**src/rtl/core/csrspmv_pkg.sv**
```systemverilog
package csrspmv_pkg;

    localparam int VECTOR_DEPTH_DEF = 1024;

    localparam int COL_W  = 10;
    localparam int VAL_W  = 32;
    localparam int SUM_W  = 64;
    localparam int ROWS_W = 11;

    localparam logic [ROWS_W-1:0] ROWS_MAX   = ROWS_W'(1024);
    localparam logic [ROWS_W-1:0] ROWS_RESET = ROWS_W'(1024);

    localparam logic [SUM_W-1:0] SUM_POS_LIMIT = {1'b0, {(SUM_W-1){1'b1}}};
    localparam logic [SUM_W-1:0] SUM_NEG_LIMIT = {1'b1, {(SUM_W-1){1'b0}}};

    // request codes
    localparam logic [1:0] REQ_VEC_WRITE = 2'd0;
    localparam logic [1:0] REQ_NONZERO   = 2'd1;
    localparam logic [1:0] REQ_EMPTY_ROW = 2'd2;

    typedef struct packed {
        logic [1:0]              req_type;
        logic [COL_W-1:0]        column_index;
        logic signed [VAL_W-1:0] entry_value;
        logic                    row_end;
    } in_item_t;

    typedef struct packed {
        logic [COL_W-1:0]        row_index;
        logic signed [SUM_W-1:0] row_sum;
        logic                    saturated;
        logic                    last_row;
    } out_item_t;

    typedef struct packed {
        logic mul_en;
        logic acc_en;
        logic acc_clr;
    } mac_ctrl_t;

endpackage

```
**src/rtl/core/csrspmv_mac.sv**
```systemverilog
module csrspmv_mac (
    input  logic                                  clk,
    input  logic                                  rst_n,
    input  csrspmv_pkg::mac_ctrl_t                ctrl,
    input  logic signed [csrspmv_pkg::VAL_W-1:0]  mat_value,
    input  logic [csrspmv_pkg::VAL_W-1:0]         vec_data,
    input  logic                                  vec_valid,
    output logic signed [csrspmv_pkg::SUM_W-1:0]  acc_sum,
    output logic                                  acc_sat
);

    logic signed [csrspmv_pkg::VAL_W-1:0] vec_x;
    logic signed [csrspmv_pkg::SUM_W-1:0] prod_reg;
    logic signed [csrspmv_pkg::SUM_W-1:0] acc_reg;
    logic                                 sat_reg;
    logic [csrspmv_pkg::SUM_W-1:0]        sum_raw;
    logic                                 ovf;

    // columns beyond the store read as zero
    assign vec_x = vec_valid ? $signed(vec_data) : '0;

    assign sum_raw = acc_reg + prod_reg;
    assign ovf = (acc_reg[csrspmv_pkg::SUM_W-1] == prod_reg[csrspmv_pkg::SUM_W-1])
              && (sum_raw[csrspmv_pkg::SUM_W-1] != acc_reg[csrspmv_pkg::SUM_W-1]);

    always_comb
    begin
        if (ovf)
        begin
            acc_sum = acc_reg[csrspmv_pkg::SUM_W-1] ? $signed(csrspmv_pkg::SUM_NEG_LIMIT)
                                                    : $signed(csrspmv_pkg::SUM_POS_LIMIT);
        end
        else
        begin
            acc_sum = $signed(sum_raw);
        end
    end

    assign acc_sat = sat_reg | ovf;

    always_ff @(posedge clk)
    begin
        if (ctrl.mul_en)
        begin
            prod_reg <= mat_value * vec_x;
        end
    end

    always_ff @(posedge clk or negedge rst_n)
    begin
        if (!rst_n)
        begin
            acc_reg <= '0;
            sat_reg <= 1'b0;
        end
        else if (ctrl.acc_clr)
        begin
            acc_reg <= '0;
            sat_reg <= 1'b0;
        end
        else if (ctrl.acc_en)
        begin
            acc_reg <= acc_sum;
            sat_reg <= acc_sat;
        end
    end

endmodule

```
**config.mk**
```make
export PLATFORM = sky130hd
export DESIGN_NAME = csrspmv_mac
export DESIGN_NICKNAME = d
export VERILOG_FILES = /design/src/rtl/core/csrspmv_pkg.sv /design/src/rtl/core/csrspmv_mac.sv
export SDC_FILE = /design/constraint.sdc
export NUM_CORES = 2
export LEC_CHECK = 0
export BUFFER_PORTS_ARGS = -buffer_cell sky130_fd_sc_hd__buf_4
export CORE_ASPECT_RATIO = 0.75
export CORE_MARGIN = 2
export CORE_UTILIZATION = 41
export CTS_CLUSTER_SIZE = 28
export DETAILED_ROUTE_END_ITERATION = 16
export PLACE_DENSITY_LB_ADDON = 0.05
export SLEW_MARGIN = 20
export SYNTH_ARGS = -nofsm -noshare
export SYNTH_HDL_FRONTEND = slang
export SYNTH_SLANG_ARGS = --single-unit
```
**constraint.sdc**
```tcl
create_clock -name clk -period 7.67 [get_ports clk]
set_input_delay 0.3835 -clock clk [delete_from_list [all_inputs] [get_ports clk]]
set_output_delay 0.3835 -clock clk [all_outputs]
set_load 0.02 [all_outputs]
```
==> impl_metrics.tcl <==
set metrics [dict create \
    status "finished clean" \
    ys_ff_latch 129 \
    die_w_microns 388.2 \
    setup_violations 0 \
    grt_overflow 0 \
    grt_pass1_wl_microns 231900 \
    reg2reg_depth 12 \
    cp-endpoint "prod_reg[61]" \
    skew_ns 0.02178 \
    max_freq_ghz 0.1312 \
    drt_pass1_iterations 7 \
    h-tree-depth 4 \
    rr_startpoint "acc_reg[10]" \
    hp-class "in2reg" \
    yosysSeqAreaShare 0.07818 \
    area_growth_pct 17.30 \
    start_util 0.4142 \
    clock_latency_ns 0.49 \
    tightestPinTransition_ns 0.9354 \
    cp_max_fo 7 \
    die_h_microns 292.1 \
    yosys-top-cells-count "1083 x fa_1, 988 x inv_1, 605 x nand2_1, 526 x and3_1, 288 x clkbuf_1" \
    syn_area_per_cell_sq_um 9.241 \
    vias 35514 \
    critPathRequiredTime_ns 7.91 \
    dominantRegCellSynth "dfrtp_1" \
    crit_path_top_delay_cell "fa_2" \
    relSlewSlack 0.3753 \
    grt.total_usage 0.2651 \
    timing.rr.end "acc_reg[43]" \
    synth_top_area_frac 0.4777 \
    start_kind "input pin" \
    clkSinkCount 129 \
    slowest_delay_ns 0.61 \
    yosysMostFrequentCell "fa_1" \
    cts_buffer_depth 3 \
    routabilityCongestion 0.8920 \
    synth.net_count 6311 \
    fillers 10674 \
    cp.buffers_inverters 12 \
    final_nets 6727 \
    rrSetupSlack_ns 3.61 \
    synthDistinctLibCells 91 \
    drt-vias-per-instance 5.238 \
    hpwlAfterDp_microns 124200 \
    synthArstFlopShare 0.5039 \
    drt.antenna.violating_nets 0 \
    drcViolationCount 0 \
    crit_type "in2reg" \
    finalHoldViolCount 0 \
    hold_ws_ns 0.1375 \
    yosysWarnings 0 \
    cp.depth 31 \
    finalCritPeriodShare 0.9938 \
    end_kind "register" \
    crit_arrival_ns 7.86 \
    clock-root-buffer "clkbuf_16" \
    finalSetupTns_ns 0 \
    cpMostUsedCell "fa_1" \
    pin_count 135 \
    netlist_instances 4911 \
    grt_max_degree 62 \
    io_buffer_count 134 \
    drive_gt1_frac 0.1678 \
    routed_wirelength_microns 145400 \
    final_cells 6780 \
    core_area_sq_um 109600 \
    cp_top_family "adder cells" \
    drt_iter0_drc 2399 \
    cts.clk_slew.worst_paths_ns 0.06 \
    wl_per_cell_microns 21.45 \
    maxCapViolations 0 \
    yosys.area.top_type "fa_1" \
    rows 105 \
    synth_edf_count 64 \
    rsz0062_at_grt "true" \
    final_core_util 0.4859 \
    crit_path_start "vec_valid" \
    antenna_found_initial 7 \
    fin_crit_ns 7.622 \
    first_global_vias 38410 \
    synth_area_leaders "fa_1 48%, inv_1 8.2%, and3_1 7.3%" \
    cts_tree "done" \
    dieArea_sq_um 113400 \
    cts_buffers 25 \
    dp.cells 6715 \
    syn_area_sq_um 45380 \
    drv_slew 0 \
]
==> layout by cell type, fill, tap and decap left out, types with 10 or more instances in the layout <==
cell type	Yosys	layout
fa_1	1083	1062
inv_1	988	975
buf_4	2	635
nand2_1	605	601
and3_1	526	519
ha_1	247	238
nor2_1	151	145
a21oi_1	145	135
o21ai_0	88	82
a21o_1	76	76
xnor2_1	76	75
dfrtp_1	65	65
edfxtp_1	64	64
nand3_1	51	49
buf_12	0	43
xor2_1	40	40
clkbuf_16	0	31
nand4_1	23	23
a21oi_2	12	22
a31oi_1	22	22
nor3_1	25	21
fa_2	0	21
o21ai_1	18	20
and2_1	34	18
a22o_1	18	18
nor2b_1	15	15
o21bai_1	15	15
mux2i_1	15	15
o21a_1	14	14
buf_6	4	14
and2_4	0	13
or2_2	12	12
inv_2	0	12
nand2b_1	11	11
o211ai_1	11	11
or3_1	11	10
==> repair_timing <==
item                       4_1_cts  5_1_grt
buffers inserted                 7       16
hold endpoints to repair         4        0
pin swaps                       18       43
hold buffers                     1        0
setup endpoints to repair       12       25
cloned                           1        6
gates resized for setup         38      100
==> through the flow <==
step                instance area [sq um]  worst slack, ns
floorplan                           45540          -0.1915
global placement                    51630          -0.9003
detailed placement                  51630          -0.8896
CTS                                 52590        -0.003867
global route                        53230          -0.1799
finish                              53230          0.04771
==> worst min-delay path by stage <==
| stage | from | endpoint | slack, ns | cells past startpoint |
|---|---|---|---|---|
| 2_1_floorplan | rst_n | acc_reg[0] | 0.09 | 0 |
| 3_3_place_gp | rst_n | acc_reg[11] | 0.19 | 1 |
| 3_5_place_dp | rst_n | acc_reg[10] | 0.19 | 1 |
| 4_1_cts | ctrl[2] | prod_reg[10] | 0.13 | 1 |
| 5_1_grt | ctrl[2] | prod_reg[10] | 0.13 | 1 |
| 6_report | ctrl[2] | prod_reg[10] | 0.14 | 1 |
==> layer usage <==
layer | share of wire | vias up | global-route usage | wire length (microns)
li1 | - | 16099 | - | -
met1 | 0.48 | 18452 | 0.3977 | 69420
met2 | 0.46 | 853 | 0.4222 | 66500
met3 | 0.050 | 110 | 0.02895 | 7250
met4 | 0.015 | 0 | 0.03863 | 2231
met5 | 0 | - | 0 | 0
==> final cells by class <==
class	count	area (sq um)	share of cell area
Multi-Input combinational cell	3474	37350	0.7016
Timing Repair Buffer	709	6138	0.1153
Inverter	988	3712	0.06973
Sequential cell	129	3548	0.06666
Tap cell	1444	1807	0.03394
Clock buffer	27	643.1	0.01208
Clock inverter	6	30.03	0.0005641
Antenna cell	3	7.507	0.0001410
==> logic make-up (layout without fill, tap and decap cells) <==
group	after synthesis	count (layout)	share of synthesized area
other	0	3	0
AOI/OAI and AO/OA	517	517	0.07694
DFF	129	129	0.07818
xor gates and xnor gates	116	116	0.02239
muxes	18	18	0.004052
adders and majority gates	1331	1331	0.5460
buffers and inverters	1308	1730	0.1096
and+or+nand+nor	1492	1492	0.1628
Power is left out: the tool's default activity adds up to more than one toggle a clock period on the data nets, which glitch-free logic cannot reach.
